==> src/lphm_pkg.sv <==
`default_nettype none
package lphm_pkg;
  localparam int unsigned TableDepth   = 64;
  localparam int unsigned SlotBits     = 6;
  localparam int unsigned CapBits      = 7;
  localparam int unsigned KeyBytes     = 8;
  localparam int unsigned KeyBits      = 64;
  localparam int unsigned ValueBits    = 32;
  localparam int unsigned QueueDepth   = 2;
  localparam int unsigned QueuePtrBits = $clog2(QueueDepth);
  localparam int unsigned QueueCntBits = $clog2(QueueDepth + 1);

  typedef enum logic [2:0] {
    OP_INSERT = 3'd0,
    OP_ERASE  = 3'd1,
    OP_SEARCH = 3'd2,
    OP_FIRST  = 3'd3,
    OP_NEXT   = 3'd4,
    OP_RSV5   = 3'd5,
    OP_RSV6   = 3'd6,
    OP_RSV7   = 3'd7
  } op_e;

  typedef enum logic [1:0] {
    ST_OK   = 2'd0,
    ST_NONE = 2'd1,
    ST_FULL = 2'd2,
    ST_RSV  = 2'd3
  } status_e;

  typedef enum logic [1:0] {
    MARK_EMPTY  = 2'd0,
    MARK_LIVE   = 2'd1,
    MARK_ERASED = 2'd2,
    MARK_RSV    = 2'd3
  } mark_e;

  // front end states
  typedef enum logic [1:0] {F_IDLE, F_HASH, F_MOD, F_DONE} fstate_e;

  // back end states
  typedef enum logic [2:0] {
    B_IDLE, B_READ, B_CHECK, B_FETCH, B_WAIT, B_OUT, B_CLEAR
  } bstate_e;

  typedef struct packed {
    logic [2:0]           operation;
    logic [KeyBits-1:0]   key;
    logic [ValueBits-1:0] value;
  } req_t;

  typedef struct packed {
    logic [1:0]           status;
    logic [SlotBits-1:0]  slot_index;
    logic [KeyBits-1:0]   key_out;
    logic [ValueBits-1:0] value_out;
    logic [CapBits-1:0]   entry_total;
  } rsp_t;

  // classified job handed from front to back
  typedef struct packed {
    op_e                  op;
    logic [KeyBits-1:0]   key;
    logic [ValueBits-1:0] value;
    logic [SlotBits-1:0]  home;
  } job_t;
endpackage
`default_nettype wire

==> src/lphm_queue.sv <==
`default_nettype none
module lphm_queue (
  input  wire logic           clk_i,
  input  wire logic           rst_ni,
  input  wire lphm_pkg::job_t in_i,
  input  wire logic           in_valid_i,
  output logic                in_ready_o,
  output lphm_pkg::job_t      out_o,
  output logic                out_valid_o,
  input  wire logic           out_ready_i
);
  import lphm_pkg::*;

  job_t                    ent_q [QueueDepth];
  logic [QueuePtrBits-1:0] wp_q, rp_q;
  logic [QueueCntBits-1:0] cnt_q;
  logic                    push, pop;

  assign in_ready_o = cnt_q != QueueCntBits'(QueueDepth);
  assign out_valid_o = cnt_q != '0;
  assign out_o = ent_q[rp_q];
  assign push = in_valid_i && in_ready_o;
  assign pop = out_valid_o && out_ready_i;

  always_ff @(posedge clk_i or negedge rst_ni) begin
    if (!rst_ni) begin
      wp_q <= '0;
      rp_q <= '0;
      cnt_q <= '0;
    end else begin
      if (push) begin
        wp_q <= (wp_q == QueuePtrBits'(QueueDepth - 1)) ? '0 : wp_q + QueuePtrBits'(1);
      end
      if (pop) begin
        rp_q <= (rp_q == QueuePtrBits'(QueueDepth - 1)) ? '0 : rp_q + QueuePtrBits'(1);
      end
      cnt_q <= cnt_q + QueueCntBits'(push) - QueueCntBits'(pop);
    end
  end

  always_ff @(posedge clk_i) begin
    if (push) ent_q[wp_q] <= in_i;
  end

  ap_no_overfill: assert property (@(posedge clk_i) disable iff (!rst_ni)
    cnt_q <= QueueCntBits'(QueueDepth)) else $error("queue overfilled");
endmodule
`default_nettype wire

==> config.mk <==
export PLATFORM = sky130hd
export DESIGN_NAME = lphm_queue
export DESIGN_NICKNAME = d
export VERILOG_FILES = /design/src/lphm_pkg.sv /design/src/lphm_queue.sv
export SDC_FILE = /design/constraint.sdc
export NUM_CORES = 1
export LEC_CHECK = 0
export BUFFER_PORTS_ARGS = -buffer_cell sky130_fd_sc_hd__buf_2
export CAP_MARGIN = 10
export CORE_MARGIN = 5
export CORE_UTILIZATION = 30
export DETAILED_ROUTE_END_ITERATION = 12
export PLACE_DENSITY = 0.59
export SETUP_SLACK_MARGIN = 0.2
export SLEW_MARGIN = 15
export SYNTH_ARGS = -nofsm -noshare
export SYNTH_HDL_FRONTEND = slang
export SYNTH_SLANG_ARGS = --single-unit
==> constraint.sdc <==
create_clock -name clk_i -period 10.8 [get_ports clk_i]
set_input_delay 1.08 -clock clk_i [delete_from_list [all_inputs] [get_ports clk_i]]
set_output_delay 1.08 -clock clk_i [all_outputs]
set_load 0.01 [all_outputs]
==> impl_results.html <==
<table>
<tr><th>Metric</th><th>Value</th></tr>
<tr><th colspan="2">Flow run</th></tr>
<tr><td>Total of max-cap violations</td><td>0</td></tr>
<tr><th colspan="2">STA</th></tr>
<tr><td>Max-slew headroom</td><td>0.405</td></tr>
<tr><td>Sum of negative setup slack</td><td>0 ns</td></tr>
<tr><td>Period minus WS final</td><td>~4 ns</td></tr>
<tr><td>Final setup violation count</td><td>0</td></tr>
<tr><td>Skew final</td><td>0.0186 ns</td></tr>
<tr><td>Slew @ Worst Pin</td><td>0.893 ns</td></tr>
<tr><td>F_max</td><td>252 MHz</td></tr>
<tr><td>Unrepaired setup endpoints after global routing</td><td>false</td></tr>
<tr><td>Final Max Tran Viols</td><td>0</td></tr>
<tr><td>Worst Hold Slack</td><td>0.372 ns</td></tr>
<tr><td>Hold violation total from the final report</td><td>0</td></tr>
<tr><td>Crit share post-route</td><td>0.367</td></tr>
<tr><th colspan="2">Global routing</th></tr>
<tr><td>Via count of the first global-routing pass</td><td>4404</td></tr>
<tr><td>Global Route met3 Usage</td><td>0.0347</td></tr>
<tr><td>Wire length of the first global-routing pass</td><td>roughly 25000 um</td></tr>
<tr><td>GRT Util Overall</td><td>0.103</td></tr>
<tr><td>Met1 GRT Util</td><td>0.121</td></tr>
<tr><td>Routing layer with the top usage in global route</td><td>met2</td></tr>
<tr><td>Maximum number of pins on one net before global-route repair</td><td>64</td></tr>
<tr><td>Met2 capacity usage during global routing</td><td>0.179</td></tr>
<tr><td>Residual overflow from global routing</td><td>0</td></tr>
<tr><td>Initial antenna violation count</td><td>1</td></tr>
<tr><th colspan="2">Die</th></tr>
<tr><td>Chip Width</td><td>173 um</td></tr>
<tr><td>Site Rows</td><td>59</td></tr>
<tr><td>Number of I/O pins</td><td>216</td></tr>
<tr><td>Starting utilization of the core area</td><td>0.305</td></tr>
<tr><td>Die outline height</td><td>about 170 um</td></tr>
<tr><td>Die Area</td><td>29900 um2</td></tr>
<tr><td>Core region area</td><td>26100 um2</td></tr>
<tr><th colspan="2">Finish</th></tr>
<tr><td>Area of the multi-input gates</td><td>around 1500 um2</td></tr>
<tr><td>Footprint of the flip-flops and latches</td><td>6410 um2</td></tr>
<tr><td>Number of fillers in the final layout</td><td>2370</td></tr>
<tr><td>Layout cells sized above 1</td><td>0.601</td></tr>
<tr><td>Antenna Cells</td><td>0</td></tr>
<tr><td>Final design instance area without fill</td><td>10100 um2</td></tr>
<tr><td>Final core occ</td><td>0.389</td></tr>
<tr><td>Total number of nets in the final design</td><td>between 600 and 700</td></tr>
<tr><td>Fin cells</td><td>932</td></tr>
<tr><td>Synth-to-Final Area Change</td><td>27.3%</td></tr>
<tr><th colspan="2">Detailed routing</th></tr>
<tr><td>Total number of vias</td><td>3978</td></tr>
<tr><td>Detailed-route wire length per cell</td><td>17.1 um</td></tr>
<tr><td>Residual DRC</td><td>0</td></tr>
<tr><td>Routed wire length</td><td>16000 um</td></tr>
<tr><td>Number of detailed-routing iterations run before antenna repair</td><td>4</td></tr>
<tr><td>Post-route antenna net violation count</td><td>0</td></tr>
<tr><td>Post-detailed-route via-to-cell ratio</td><td>4.27</td></tr>
<tr><td>First DRT Iteration DRCs</td><td>220</td></tr>
<tr><th colspan="2">Clocking</th></tr>
<tr><td>Buffers from clock root to sink, at most</td><td>3</td></tr>
<tr><td>H-tree depth</td><td>1</td></tr>
<tr><td>CTS root buffer</td><td>clkbuf_16</td></tr>
<tr><td>Worst-skew pair later-pin latency</td><td>0.50 ns</td></tr>
<tr><td>Hold buffer count at CTS</td><td>0</td></tr>
<tr><td>Number of post-CTS setup repair buffers</td><td>0</td></tr>
<tr><td>Post-cts repair resize count</td><td>0</td></tr>
<tr><td>Number of sinks handled by clock tree synthesis</td><td>214</td></tr>
<tr><td>Clock transition at the register clock pins on the worst setup and hold paths after CTS</td><td>0.06 ns</td></tr>
<tr><td>CTS tree</td><td>done</td></tr>
<tr><td>CTS Buf Count</td><td>23</td></tr>
<tr><th colspan="2">Place</th></tr>
<tr><td>GPL Wtd Cong</td><td>~0.7</td></tr>
<tr><td>DP Area</td><td>9400 um2</td></tr>
<tr><td>Detail Placement HPWL</td><td>between 10000 and 15000 um</td></tr>
<tr><td># port buffers</td><td>about 220</td></tr>
<tr><td>Total placed cells including tap cells</td><td>between 800 and 900</td></tr>
<tr><th colspan="2">Power</th></tr>
<tr><td>Sequential share of power</td><td>0.445</td></tr>
<tr><td>Switching power share of the total</td><td>0.283</td></tr>
<tr><td>Leak</td><td>0.00385 uW</td></tr>
<tr><td>Clock Power Share</td><td>0.273</td></tr>
<tr><td>Max IR drop VDD</td><td>0.142 mV</td></tr>
<tr><td>Total internal power</td><td>~2000 uW</td></tr>
<tr><td>Pwr per Cell Area</td><td>272 nW/um2</td></tr>
<tr><td>Comb power frac</td><td>0.281</td></tr>
<tr><td>Psw</td><td>780 uW</td></tr>
<tr><th colspan="2">Yosys</th></tr>
<tr><td>Synthesis Warnings</td><td>0</td></tr>
<tr><td>Number of different library cells in the post-synthesis netlist</td><td>19</td></tr>
<tr><td>Portion of the post-synthesis area used by sequential elements</td><td>0.805</td></tr>
<tr><td>Net count after synthesis</td><td>459</td></tr>
<tr><td>Mean instance size in the synthesized netlist</td><td>between 20 and 25 um2</td></tr>
<tr><td>Post-Synthesis Cell Area</td><td>7960 um2</td></tr>
<tr><td>Post-synthesis register bit count</td><td>roughly 210</td></tr>
<tr><td>Synth Instances</td><td>around 350</td></tr>
<tr><th colspan="2">Worst setup path</th></tr>
<tr><td>Worst Path Arrival</td><td>2.88 ns</td></tr>
<tr><td>Critical path class</td><td>flip-flop to primary output</td></tr>
<tr><td>Data required, critical path</td><td>9.72 ns</td></tr>
<tr><td>Largest fanout on the critical path</td><td>57</td></tr>
<tr><td>Element type at the critical path start</td><td>flip-flop</td></tr>
<tr><td>Capturing element type of the critical path</td><td>primary output</td></tr>
<tr><th colspan="2">Outcome</th></tr>
<tr><td>Run status</td><td>complete, no violations</td></tr>
<tr><th colspan="2">Worst hold path</th></tr>
<tr><td>Class of the most critical hold timing path</td><td>primary input to async pin</td></tr>
</table>
-- final timing paths --
path / slack (ns) / startpoint / end / cells after the start
worst max-delay path: 6.84 / rp_q / out_o[95] / 3
worst min-delay path: 0.37 / rst_ni / rp_q / 1
worst max register to register: 8.28 / cnt_q[0] / ent_q[1][69] / 3
worst min register to register: 0.56 / wp_q / wp_q / 1
max in group asynchronous: 10.29 / rst_ni / rp_q / 1
min in group clk_i: 0.56 / wp_q / wp_q / 1
-- metrics by stage --
stage,total power [uW],worst slack [ns]
CTS,2820,6.74
floorplan,1770,4.71
finish,2760,6.84
global placement,2030,7.32
detailed placement,2050,7.30
global route,2910,6.66
-- synth_stat cells --
master	count	area [um2]
a211oi_1	1	7.51
a21bo_2	1	10.0
a32oi_1	1	8.76
and3_1	1	6.26
buf_2	6	30.0
buf_6	6	67.6
dfrtp_1	4	100
edfxtp_1	210	6310
ha_1	1	12.5
mux2_2	65	732
mux2_4	40	601
nand2_1	2	7.51
nand2b_1	1	6.26
nand3_1	1	5.00
nor2_1	3	11.3
nor2b_1	1	6.26
o21ai_0	1	5.00
or2_2	1	6.26
xnor2_1	3	26.3
-- power by group through the flow --
stage	Sequential [uW]	Clock, uW	Combinational (uW)
global placement	1240	0	786
global route	1250	818	841
finish	1230	754	776
CTS	1230	781	801
floorplan	1210	0	558
detailed placement	1250	0	797
-- layer usage --
| layer | vias to the layer above | part of all wire |
|---|---|---|
| met2 | 145 | 0.50 |
| li1 | 1855 | - |
| met1 | 1941 | 0.40 |
| met3 | 35 | 0.073 |
| met4 | 2 | 0.029 |
| met5 | - | 0.00069 |
-- sequential cells by signal, summed over array words and instances, names as in the netlist --
signal / flops
cnt_q: 2
ent_q: 210
rp_q: 1
wp_q: 1
-- worst max-delay path, cell delays in order (launching register included) --
cell	delay [ns]
dfrtp_4	0.97
buf_4	0.74
mux2_2	0.43
buf_2	0.14
-- cell families after synthesis --
family          count (synthesis)  share of synthesized area
flops                         214                      0.805
mux                           105                      0.168
buf+inv                        12                     0.0123
simple gates                   10                    0.00614
compound gates                  4                    0.00393
xor+xnor                        3                    0.00330
fa+ha+maj                       1                    0.00157
-- cell usage in the layout, fill, tap and decap left out, drive strengths merged --
cell,instances
a211oi,1
a21bo,1
a32oi,1
and3,1
buf,219
bufinv,3
clkbuf,26
clkinv,12
dfrtp,4
edfxtp,210
ha,1
mux2,105
nand2,2
nand2b,1
nand3,1
nor2,3
nor2b,1
o21ai,1
or2,1
xnor2,3
-- final cells by class --
cell class / count / share of cell area
Clock inverter: 15 / 0.0142
Tap cell: 335 / 0.0414
Clock buffer: 26 / 0.0579
Sequential cell: 214 / 0.633
Multi-Input combinational cell: 123 / 0.145
Timing Repair Buffer: 219 / 0.109
No activity file was read; power rests on OpenSTA's default activity.
