File: config.mk
export PLATFORM = sky130hd
export DESIGN_NAME = lphm_front
export DESIGN_NICKNAME = d
export VERILOG_FILES = /design/src/lphm_pkg.sv /design/src/lphm_front.sv
export SDC_FILE = /design/constraint.sdc
export NUM_CORES = 1
export LEC_CHECK = 0
export ABC_AREA = 0
export BUFFER_PORTS_ARGS = -buffer_cell sky130_fd_sc_hd__buf_2
export CAP_MARGIN = 10
export CORE_MARGIN = 2
export CORE_UTILIZATION = 50
export CTS_CLUSTER_DIAMETER = 200
export CTS_CLUSTER_SIZE = 40
export DETAILED_ROUTE_END_ITERATION = 7
export PLACE_DENSITY = 0.74
export SYNTH_ARGS = -nofsm -noshare
export SYNTH_HDL_FRONTEND = slang
export SYNTH_SLANG_ARGS = --single-unit
File: constraint.sdc
create_clock -name clk_i -period 9.9 [get_ports clk_i]
set_clock_uncertainty 0.2 [all_clocks]
set_input_delay 1.98 -clock clk_i [delete_from_list [all_inputs] [get_ports clk_i]]
set_output_delay 1.98 -clock clk_i [all_outputs]
set_load 0.1 [all_outputs]
File: src/lphm_pkg.sv
`default_nettype none
package lphm_pkg;
  localparam int unsigned TableDepth   = 64;
  localparam int unsigned SlotBits     = 6;
  localparam int unsigned CapBits      = 7;
  localparam int unsigned KeyBytes     = 8;
  localparam int unsigned KeyBits      = 64;
  localparam int unsigned ValueBits    = 32;
  localparam int unsigned QueueDepth   = 2;
  localparam int unsigned QueuePtrBits = $clog2(QueueDepth);
  localparam int unsigned QueueCntBits = $clog2(QueueDepth + 1);

  typedef enum logic [2:0] {
    OP_INSERT = 3'd0,
    OP_ERASE  = 3'd1,
    OP_SEARCH = 3'd2,
    OP_FIRST  = 3'd3,
    OP_NEXT   = 3'd4,
    OP_RSV5   = 3'd5,
    OP_RSV6   = 3'd6,
    OP_RSV7   = 3'd7
  } op_e;

  typedef enum logic [1:0] {
    ST_OK   = 2'd0,
    ST_NONE = 2'd1,
    ST_FULL = 2'd2,
    ST_RSV  = 2'd3
  } status_e;

  typedef enum logic [1:0] {
    MARK_EMPTY  = 2'd0,
    MARK_LIVE   = 2'd1,
    MARK_ERASED = 2'd2,
    MARK_RSV    = 2'd3
  } mark_e;

  // front end states
  typedef enum logic [1:0] {F_IDLE, F_HASH, F_MOD, F_DONE} fstate_e;

  // back end states
  typedef enum logic [2:0] {
    B_IDLE, B_READ, B_CHECK, B_FETCH, B_WAIT, B_OUT, B_CLEAR
  } bstate_e;

  typedef struct packed {
    logic [2:0]           operation;
    logic [KeyBits-1:0]   key;
    logic [ValueBits-1:0] value;
  } req_t;

  typedef struct packed {
    logic [1:0]           status;
    logic [SlotBits-1:0]  slot_index;
    logic [KeyBits-1:0]   key_out;
    logic [ValueBits-1:0] value_out;
    logic [CapBits-1:0]   entry_total;
  } rsp_t;

  // classified job handed from front to back
  typedef struct packed {
    op_e                  op;
    logic [KeyBits-1:0]   key;
    logic [ValueBits-1:0] value;
    logic [SlotBits-1:0]  home;
  } job_t;
endpackage
`default_nettype wire

File: src/lphm_front.sv
`default_nettype none
module lphm_front (
  input  wire logic                  clk_i,
  input  wire logic                  rst_ni,
  input  wire lphm_pkg::req_t        req_i,
  input  wire logic                  req_valid_i,
  output logic                       req_ready_o,
  input  wire logic [lphm_pkg::CapBits-1:0] cap_i,
  output lphm_pkg::job_t             job_o,
  output logic                       job_valid_o,
  input  wire logic                  job_ready_i
);
  import lphm_pkg::*;

  fstate_e            state_q, state_d;
  req_t               req_q, req_d;
  logic [KeyBits-1:0] nkey_q, nkey_d;
  logic [63:0]        h_q, h_d;
  logic [3:0]         idx_q, idx_d;
  logic               term_q, term_d;
  logic [SlotBits-1:0] rem_q, rem_d;
  logic [6:0]         bit_q, bit_d;
  logic [7:0]         byte_w, lc_w;
  logic [CapBits:0]   trial_w;

  always_comb begin
    byte_w = req_q.key[8*idx_q[2:0] +: 8];
    lc_w = (byte_w >= 8'h41 && byte_w <= 8'h5a) ? byte_w + 8'd32 : byte_w;
    trial_w = {1'b0, rem_q, h_q[bit_q[5:0]]};
  end

  always_comb begin
    state_d = state_q;
    req_d = req_q;
    nkey_d = nkey_q;
    h_d = h_q;
    idx_d = idx_q;
    term_d = term_q;
    rem_d = rem_q;
    bit_d = bit_q;
    req_ready_o = 1'b0;
    job_valid_o = 1'b0;
    unique case (state_q)
      F_IDLE: begin
        req_ready_o = 1'b1;
        if (req_valid_i) begin
          req_d = req_i;
          nkey_d = '0;
          h_d = '0;
          idx_d = '0;
          term_d = 1'b0;
          state_d = F_HASH;
        end
      end
      F_HASH: begin
        // one key byte a cycle
        if (!term_q && idx_q < 4'(KeyBytes) && byte_w != 8'd0) begin
          h_d = (h_q << 5) + h_q + 64'(lc_w);
          nkey_d[8*idx_q[2:0] +: 8] = byte_w;
        end else begin
          term_d = 1'b1;
        end
        idx_d = idx_q + 4'd1;
        if (idx_q == 4'd7) begin
          state_d = F_MOD;
          rem_d = '0;
          bit_d = 7'd63;
        end
      end
      F_MOD: begin
        // restoring remainder, one hash bit a cycle
        if (trial_w >= (CapBits+1)'(cap_i)) begin
          rem_d = SlotBits'(trial_w - (CapBits+1)'(cap_i));
        end else begin
          rem_d = SlotBits'(trial_w);
        end
        bit_d = bit_q - 7'd1;
        if (bit_q == 7'd0) begin
          state_d = F_DONE;
        end
      end
      F_DONE: begin
        job_valid_o = 1'b1;
        if (job_ready_i) begin
          state_d = F_IDLE;
        end
      end
      default: state_d = F_IDLE;
    endcase
  end

  assign job_o = '{op: op_e'(req_q.operation), key: nkey_q, value: req_q.value, home: rem_q};

  always_ff @(posedge clk_i or negedge rst_ni) begin
    if (!rst_ni) begin
      state_q <= F_IDLE;
    end else begin
      state_q <= state_d;
    end
  end

  always_ff @(posedge clk_i) begin
    req_q <= req_d;
    nkey_q <= nkey_d;
    h_q <= h_d;
    idx_q <= idx_d;
    term_q <= term_d;
    rem_q <= rem_d;
    bit_q <= bit_d;
  end
endmodule
`default_nettype wire

==> results.sh, run 1 <==
export IMPL_finalCriticalPeriod_ns=6.194
export IMPL_diodes=0
export IMPL_global_route_wire_length_before_repair_um=63060
export IMPL_multiInputGateArea_um2=7431
export IMPL_min_period_over_period=0.6256
export IMPL_yosysMostFrequentCell="sky130_fd_sc_hd__edfxtp_1"
export IMPL_fmax_ghz=0.1615
export IMPL_detailedRoute_firstPassIterationCount=5
export IMPL_grt_antenna_before_repair=0
export IMPL_critPathBufInv=1
export IMPL_worst_setup_path_startpoint="idx_q[1]"
export IMPL_synth_xor_area_share=0.02860
export IMPL_gp_congestion=0.9324
export IMPL_layout_filler_cells=2641
export IMPL_htreeDepth=1
export IMPL_synth_largest_area_cell="sky130_fd_sc_hd__edfxtp_1"
export IMPL_clock_tree_root_buffer_cell="sky130_fd_sc_hd__clkbuf_16"
export IMPL_cts_sink_count=247
export IMPL_finalHoldViolations=0
export IMPL_cts_tree="built"
export IMPL_route_antenna_remaining_nets=0
export IMPL_synth_nets=1691
export IMPL_synthCells=1437
export IMPL_hpwl_um=29660
export IMPL_rows=64
export IMPL_fraction_of_final_layout_cells_sized_beyond_drive_strength_1=0.1825
export IMPL_max_slew_margin=0.2382
export IMPL_worst_endpoint_arrival_ns=6.26
export IMPL_synth_area_mux_share=0.06649
export IMPL_hold_buffer_count_at_cts=0
export IMPL_port_buffers=216
export IMPL_reg2reg_from="idx_q[1]"
export IMPL_route_detailed_drc=0
export IMPL_synth_area_leaders="sky130_fd_sc_hd__edfxtp_1 (47%), sky130_fd_sc_hd__ha_1 (11%), sky130_fd_sc_hd__a21oi_1 (4.1%)"
export IMPL_design_die_area_um2=32670
export IMPL_grt_overflow_total=0
export IMPL_core_area_um2=30670
export IMPL_whs_ns=0.4070
export IMPL_floorplan_initialDensity=0.5093
export IMPL_synth_async_reset_ratio=0.008097
export IMPL_slew_violations=0
export IMPL_synth_top_cells_by_count="sky130_fd_sc_hd__edfxtp_1 (245), sky130_fd_sc_hd__nor2_1 (167), sky130_fd_sc_hd__ha_1 (139)"
export IMPL_setup_ws_ns=3.706
export IMPL_timing_critical_path_slowest_cell_delay_ns=0.88
export IMPL_pin_count_of_the_biggest_net_entering_global_routing=84
export IMPL_timing_critical_path_required_ns=9.96
export IMPL_cpMaxStageDelayCell="sky130_fd_sc_hd__edfxtp_1"
export IMPL_synth_seq_cells=247
export IMPL_synthDominantCellAreaShare=0.4710
export IMPL_main_combinational_cell_family_by_area_after_synthesis="compound AO/OA/AOI/OAI gates"
export IMPL_cells_traversed_along_the_worst_timing_path="mux4_2 -> mux2i_1 -> inv_1 -> and3_1 -> nor4_1 -> nand2_1 -> nand2_1 -> fa_1 -> ha_1 -> a21oi_1 -> o21a_1 -> o21a_1 -> a211oi_2 -> o21ai_1 -> a2111oi_4 -> o211ai_1 -> a21oi_1 -> nor3b_1"
export IMPL_area_growth_syn_to_layout_pct=8.948
export IMPL_hp_start="state_q[0]"
export IMPL_synth_simple_area_share=0.1263
export IMPL_setup_viol_count_final=0
export IMPL_groute_usage_overall=0.2400
export IMPL_synthesis_area_um2=15620
export IMPL_first_global_vias=11815
export IMPL_preCtsSetupSlack_ns=3.796
export IMPL_synth_ff_type="sky130_fd_sc_hd__edfxtp_1"
export IMPL_cts_path_max_buffers=3
export IMPL_wl_per_cell_um=19.98
export IMPL_postCtsSetupBuffers=0
export IMPL_boundaryPins=217
export IMPL_compound_gate_portion_of_the_synthesized_area=0.1353
export IMPL_min_path_type="register to register"
export IMPL_timing_setup_critical_path_class="register to register"
export IMPL_postCtsResizedCells=0
export IMPL_cap_violations=0
export IMPL_post_synth_fa_ha_maj_area_fraction=0.1178
export IMPL_sequential_cell_area_um2=7407
export IMPL_die_y_um=180.8
export IMPL_detailed_route_via_count=11810
export IMPL_clock_insertion_delay_worst_skew_ns=0.51
export IMPL_yosys_cell_types_count=73
export IMPL_tightest_slew_ns=1.111
export IMPL_via_per_inst=5.983
export IMPL_yosysWarningCount=0
export IMPL_outcome="finished clean"
export IMPL_finalNetCount=1830
export IMPL_cts_reportedPaths_clkPinSlew_ns=0.16
export IMPL_die_w_um=180.8
export IMPL_synth_avg_cell_area_um2=10.87
export IMPL_wl_um=39440
export IMPL_cpLargestDelayFamily="compound AO/OA/AOI/OAI gates"
export IMPL_grt_setup_unrepaired="no"
export IMPL_synth_yosys_seq_area_share=0.4742
export IMPL_numCtsBuffers=10
export IMPL_number_of_enable_flip_flop_cells_after_synthesis=245
export IMPL_critPathCaptureType="register"
export IMPL_startpoint_type="register"
export IMPL_drtIter0Drc=1069
export IMPL_setup_total_negative_slack_ns=0
export IMPL_critical_path_peak_fanout=19
final timing paths:
path                       slack, ns          to  depth (start not counted)
setup / recovery                3.71     h_q[56]                         18
hold / removal                  0.41  state_q[0]                          1
setup reg to reg                3.71     h_q[56]                         18
hold reg to reg                 0.41  state_q[0]                          1
max in group asynchronous       8.40  state_q[0]                          1
min in group asynchronous       1.01  state_q[1]                          1
area by class of cell:
| class | instances | share of cell area |
|---|---|---|
| well taps | 396 | 0.02912 |
| inverters | 59 | 0.01309 |
| multi-input cells | 1033 | 0.4367 |
| clock inverters | 1 | 0.001765 |
| repair buffers | 225 | 0.06749 |
| flip-flops and latches | 247 | 0.4353 |
| clock buffers | 13 | 0.01662 |
placed cells by master, fill, tap and decap left out, drive strengths merged, types with 4 or more instances in the layout:
| master | instances |
|---|---|
| nor3b | 7 |
| o21a | 11 |
| edfxtp | 245 |
| clkbuf | 13 |
| a211oi | 24 |
| ha | 139 |
| o221ai | 9 |
| nor2 | 168 |
| nand4 | 23 |
| and2 | 8 |
| a31oi | 9 |
| o21ai | 60 |
| nor3 | 26 |
| buf | 225 |
| xor2 | 17 |
| o22ai | 5 |
| o2111ai | 4 |
| and3 | 7 |
| a21boi | 6 |
| xnor2 | 34 |
| inv | 58 |
| o211ai | 8 |
| nor2b | 5 |
| mux4 | 24 |
| nand3 | 23 |
| nand2 | 130 |
| a21o | 28 |
| nand2b | 8 |
| or2 | 4 |
| nor4 | 7 |
| o21bai | 18 |
| mux2i | 49 |
| or3 | 7 |
| a21oi | 127 |
| fa | 5 |
cell families (layout without fill, tap and decap cells):
group                      count (synthesis)  after routing
and+or+nand+nor                          435            435
AOI/OAI and AO/OA                        330            330
DFF                                      247            247
buffers and inverters                    157            298
adders and majority gates                144            144
muxes                                     73             73
xor gates and xnor gates                  51             51
metrics by stage:
stage / instance area, um^2 / cells / utilization
2_1_floorplan: 15620 / 1437 / -
3_3_place_gp: 16700 / 1960 / 0.5447
3_5_place_dp: 16700 / 1960 / 0.5447
4_1_cts: 17020 / 1974 / 0.5549
5_1_grt: 17020 / 1974 / 0.5549
6_report: 17020 / 1974 / 0.5549
routing by layer:
metal | routed length, um | up-vias | global-route usage
met5 | 0 | - | 0
met4 | 1473 | 0 | 0.08387
met3 | 2786 | 85 | 0.04273
met2 | 19360 | 483 | 0.4158
met1 | 15830 | 5680 | 0.3024
li1 | - | 5562 | -
flip-flops by register name (all words and copies together), names as in the netlist:
name and cells:
nkey_q 64, bit_q 7, state_q 2, rem_q 6, req_q 64, job_o 35
h_q 64, idx_q 4, term_q 1
Power of run 1 is left out: the tool's default activity adds up to more than one toggle a clock period on the data nets, which glitch-free logic cannot reach.
==> run 2: changes to the inputs <==
--- a/config.mk
+++ b/config.mk
@@ -5,7 +5,7 @@
 export SDC_FILE = /design/constraint.sdc
 export NUM_CORES = 1
 export LEC_CHECK = 0
-export ABC_AREA = 0
+export ABC_AREA = 1
 export BUFFER_PORTS_ARGS = -buffer_cell sky130_fd_sc_hd__buf_2
 export CAP_MARGIN = 10
 export CORE_MARGIN = 2
@@ -13,7 +13,7 @@
 export CTS_CLUSTER_DIAMETER = 200
 export CTS_CLUSTER_SIZE = 40
 export DETAILED_ROUTE_END_ITERATION = 7
-export PLACE_DENSITY = 0.74
+export PLACE_DENSITY = 0.73
 export SYNTH_ARGS = -nofsm -noshare
 export SYNTH_HDL_FRONTEND = slang
 export SYNTH_SLANG_ARGS = --single-unit
==> constraint.sdc (replaced) <==
create_clock -name clk_i -period 5.4 [get_ports clk_i]
set_clock_uncertainty 0.2 [all_clocks]
set_input_delay 1.08 -clock clk_i [delete_from_list [all_inputs] [get_ports clk_i]]
set_output_delay 1.08 -clock clk_i [all_outputs]
set_load 0.1 [all_outputs]
==> results.sh, run 2 <==
export IMPL_outcome="finished clean"
export IMPL_critical_path_peak_fanout=46
export IMPL_min_path_type="primary input to async pin"
export IMPL_synthesis_area_um2=17370
export IMPL_detailed_route_via_count=15548
export IMPL_timing_critical_path_slowest_cell_delay_ns=0.44
export IMPL_numCtsBuffers=10
export IMPL_finalHoldViolations=0
export IMPL_synthDominantCellAreaShare=0.4236
export IMPL_pin_count_of_the_biggest_net_entering_global_routing=74
export IMPL_yosysMostFrequentCell="sky130_fd_sc_hd__nand2_1"
export IMPL_critPathCaptureType="register"
export IMPL_core_area_um2=34370
export IMPL_floorplan_initialDensity=0.5053
export IMPL_synth_ff_type="sky130_fd_sc_hd__edfxtp_1"
export IMPL_finalCriticalPeriod_ns=4.706
export IMPL_boundaryPins=217
export IMPL_cap_violations=0
export IMPL_port_buffers=216
export IMPL_yosysWarningCount=0
export IMPL_groute_usage_overall=0.2801
export IMPL_synth_nets=2518
export IMPL_grt_overflow_total=0
export IMPL_synthCells=2264
export IMPL_postCtsSetupBuffers=0
export IMPL_detailedRoute_firstPassIterationCount=6
export IMPL_wl_um=50640
export IMPL_most_common_layout_cells="sky130_fd_sc_hd__nand2_1 (720), sky130_fd_sc_hd__inv_1 (329), sky130_fd_sc_hd__edfxtp_1 (245)"
export IMPL_fraction_of_final_layout_cells_sized_beyond_drive_strength_1=0.1095
export IMPL_synth_top_cells_by_count="sky130_fd_sc_hd__nand2_1 (720), sky130_fd_sc_hd__inv_1 (330), sky130_fd_sc_hd__edfxtp_1 (245)"
export IMPL_cts_path_max_buffers=3
export IMPL_critPathBufInv=5
export IMPL_layout_filler_cells=3273
export IMPL_path_common_cell="sky130_fd_sc_hd__nand2_1"
export IMPL_timing_setup_critical_path_class="register to register"
export IMPL_synth_area_leaders="sky130_fd_sc_hd__edfxtp_1 (42%), sky130_fd_sc_hd__nand2_1 (16%), sky130_fd_sc_hd__ha_1 (10%)"
export IMPL_rows=68
export IMPL_grt_setup_unrepaired="no"
export IMPL_diodes=0
export IMPL_finalNetCount=2671
export IMPL_synth_largest_area_cell="sky130_fd_sc_hd__edfxtp_1"
export IMPL_fmax_ghz=0.2125
export IMPL_cpLargestDelayFamily="simple AND/OR/NAND/NOR gates"
export IMPL_clock_insertion_delay_worst_skew_ns=0.54
export IMPL_hpwl_um=39680
export IMPL_tightest_slew_ns=0.8606
export IMPL_cpMaxStageDelayCell="sky130_fd_sc_hd__fa_1"
export IMPL_setup_viol_count_final=0
export IMPL_via_per_inst=5.406
export IMPL_route_antenna_remaining_nets=0
export IMPL_synth_yosys_seq_area_share=0.4265
export IMPL_layout_commonest_cell="sky130_fd_sc_hd__nand2_1"
export IMPL_cells_traversed_along_the_worst_timing_path="buf_4 -> inv_6 -> o21ai_0 -> o211ai_1 -> nand2_1 -> inv_1 -> ha_1 -> nand4_1 -> nand2_1 -> fa_1 -> ha_1 -> nand2_1 -> inv_1 -> nand2_1 -> nand2_1 -> inv_1 -> nand2_1 -> nand2_1 -> nand3_1 -> nand2_1 -> nand3_1 -> and2_1 -> nor2_1"
export IMPL_min_period_over_period=0.8715
export IMPL_die_y_um=190.4
export IMPL_layout_top_registers="h_q (64), nkey_q (64), req_q (64)"
export IMPL_design_die_area_um2=36240
export IMPL_cts_tree="built"
export IMPL_worst_r2r_setup_slack_ns=0.69
export IMPL_wl_per_cell_um=17.61
export IMPL_slew_violations=0
export IMPL_cts_reportedPaths_clkPinSlew_ns=0.18
export IMPL_synth_avg_cell_area_um2=7.672
export IMPL_grt_antenna_before_repair=0
export IMPL_reg2reg_from="idx_q[0]"
export IMPL_yosys_cell_types_count=41
export IMPL_route_detailed_drc=0
export IMPL_postCtsResizedCells=0
export IMPL_area_growth_syn_to_layout_pct=8.695
export IMPL_worst_endpoint_arrival_ns=4.92
export IMPL_first_global_vias=15104
export IMPL_timing_critical_path_required_ns=5.61
export IMPL_htreeDepth=1
export IMPL_die_w_um=190.4
export IMPL_gp_congestion=0.9811
export IMPL_synth_seq_cells=247
export IMPL_clock_tree_root_buffer_cell="sky130_fd_sc_hd__clkbuf_16"
export IMPL_r2r_end="h_q[56]"
export IMPL_hold_buffer_count_at_cts=0
export IMPL_startpoint_type="register"
export IMPL_drtIter0Drc=1466
export IMPL_global_route_wire_length_before_repair_um=79940
export IMPL_ff2ff_path_depth=23
export IMPL_cts_sink_count=247
export IMPL_max_slew_margin=0.4262
export IMPL_setup_total_negative_slack_ns=0
export IMPL_number_of_enable_flip_flop_cells_after_synthesis=245
export IMPL_synth_async_reset_ratio=0.008097
run 2: cell count changes after synthesis, sizes merged, moves of 14 or more:
| cell | previous run | this run |
|---|---|---|
| nand2 | 130 | 722 |
| inv | 59 | 333 |
| nand3 | 23 | 107 |
| o21ai | 60 | 142 |
| nor2 | 168 | 244 |
| a21oi | 127 | 179 |
| mux2i | 49 | 0 |
| xnor2 | 34 | 4 |
| a21o | 28 | 2 |
| a211oi | 24 | 0 |
| mux4 | 24 | 0 |
| clkbuf | 36 | 17 |
| xor2 | 17 | 3 |
run 2: how the worst max path moves through the flow:
| stage | startpoint | end | slack, ns | cells past startpoint |
|---|---|---|---|---|
| 6_report | idx_q[0] | h_q[56] | 0.69 | 23 |
| 5_1_grt | idx_q[0] | h_q[60] | 0.27 | 22 |
| 4_1_cts | idx_q[0] | h_q[56] | 0.76 | 23 |
| 3_5_place_dp | idx_q[0] | h_q[56] | 0.77 | 23 |
| 3_3_place_gp | idx_q[0] | h_q[56] | 0.92 | 23 |
| 2_1_floorplan | state_q[0] | h_q[0] | 0.15 | 6 |
run 2: layout make-up:
class	count	area, um^2	area share
Tap cell	455	569.3	0.03015
Timing Repair Buffer	225	1161	0.06150
Inverter	334	1262	0.06687
Multi-Input combinational cell	1599	8157	0.4320
Clock inverter	2	36.28	0.001922
Clock buffer	14	286.5	0.01518
Sequential cell	247	7407	0.3923
run 2: stage by stage:
stage	hold WS (ns)	std cells	worst slack [ns]	utilization	cell area [um^2]
2_1_floorplan	0.3590	2264	0.1514	-	17390
3_3_place_gp	0.4018	2860	0.9157	0.5399	18560
3_5_place_dp	0.4061	2860	0.7697	0.5399	18560
4_1_cts	0.1191	2876	0.7597	0.5493	18880
5_1_grt	0.1043	2876	0.2668	0.5493	18880
6_report	0.1252	2876	0.6938	0.5493	18880
run 2: layer usage:
layer / track usage / vias to the layer above / wire length (um)
met5: 0 / - / 0
met4: 0.1160 / 0 / 2203
met3: 0.03717 / 124 / 3569
met2: 0.4836 / 703 / 24410
met1: 0.3541 / 7107 / 20460
li1: - / 7614 / -
run 2: logic make-up (layout without fill, tap and decap cells):
family / after synthesis / in the layout / synth area share
AND/OR/NAND/NOR: 1110 / 1110 / 0.2583
buffers and inverters: 418 / 575 / 0.1055
AO/OA/AOI/OAI: 338 / 338 / 0.1003
flip-flops: 247 / 247 / 0.4265
adder cells (fa/ha/maj): 144 / 144 / 0.1059
XOR/XNOR: 7 / 7 / 0.003530
Power of run 2 is left out for the same reason.
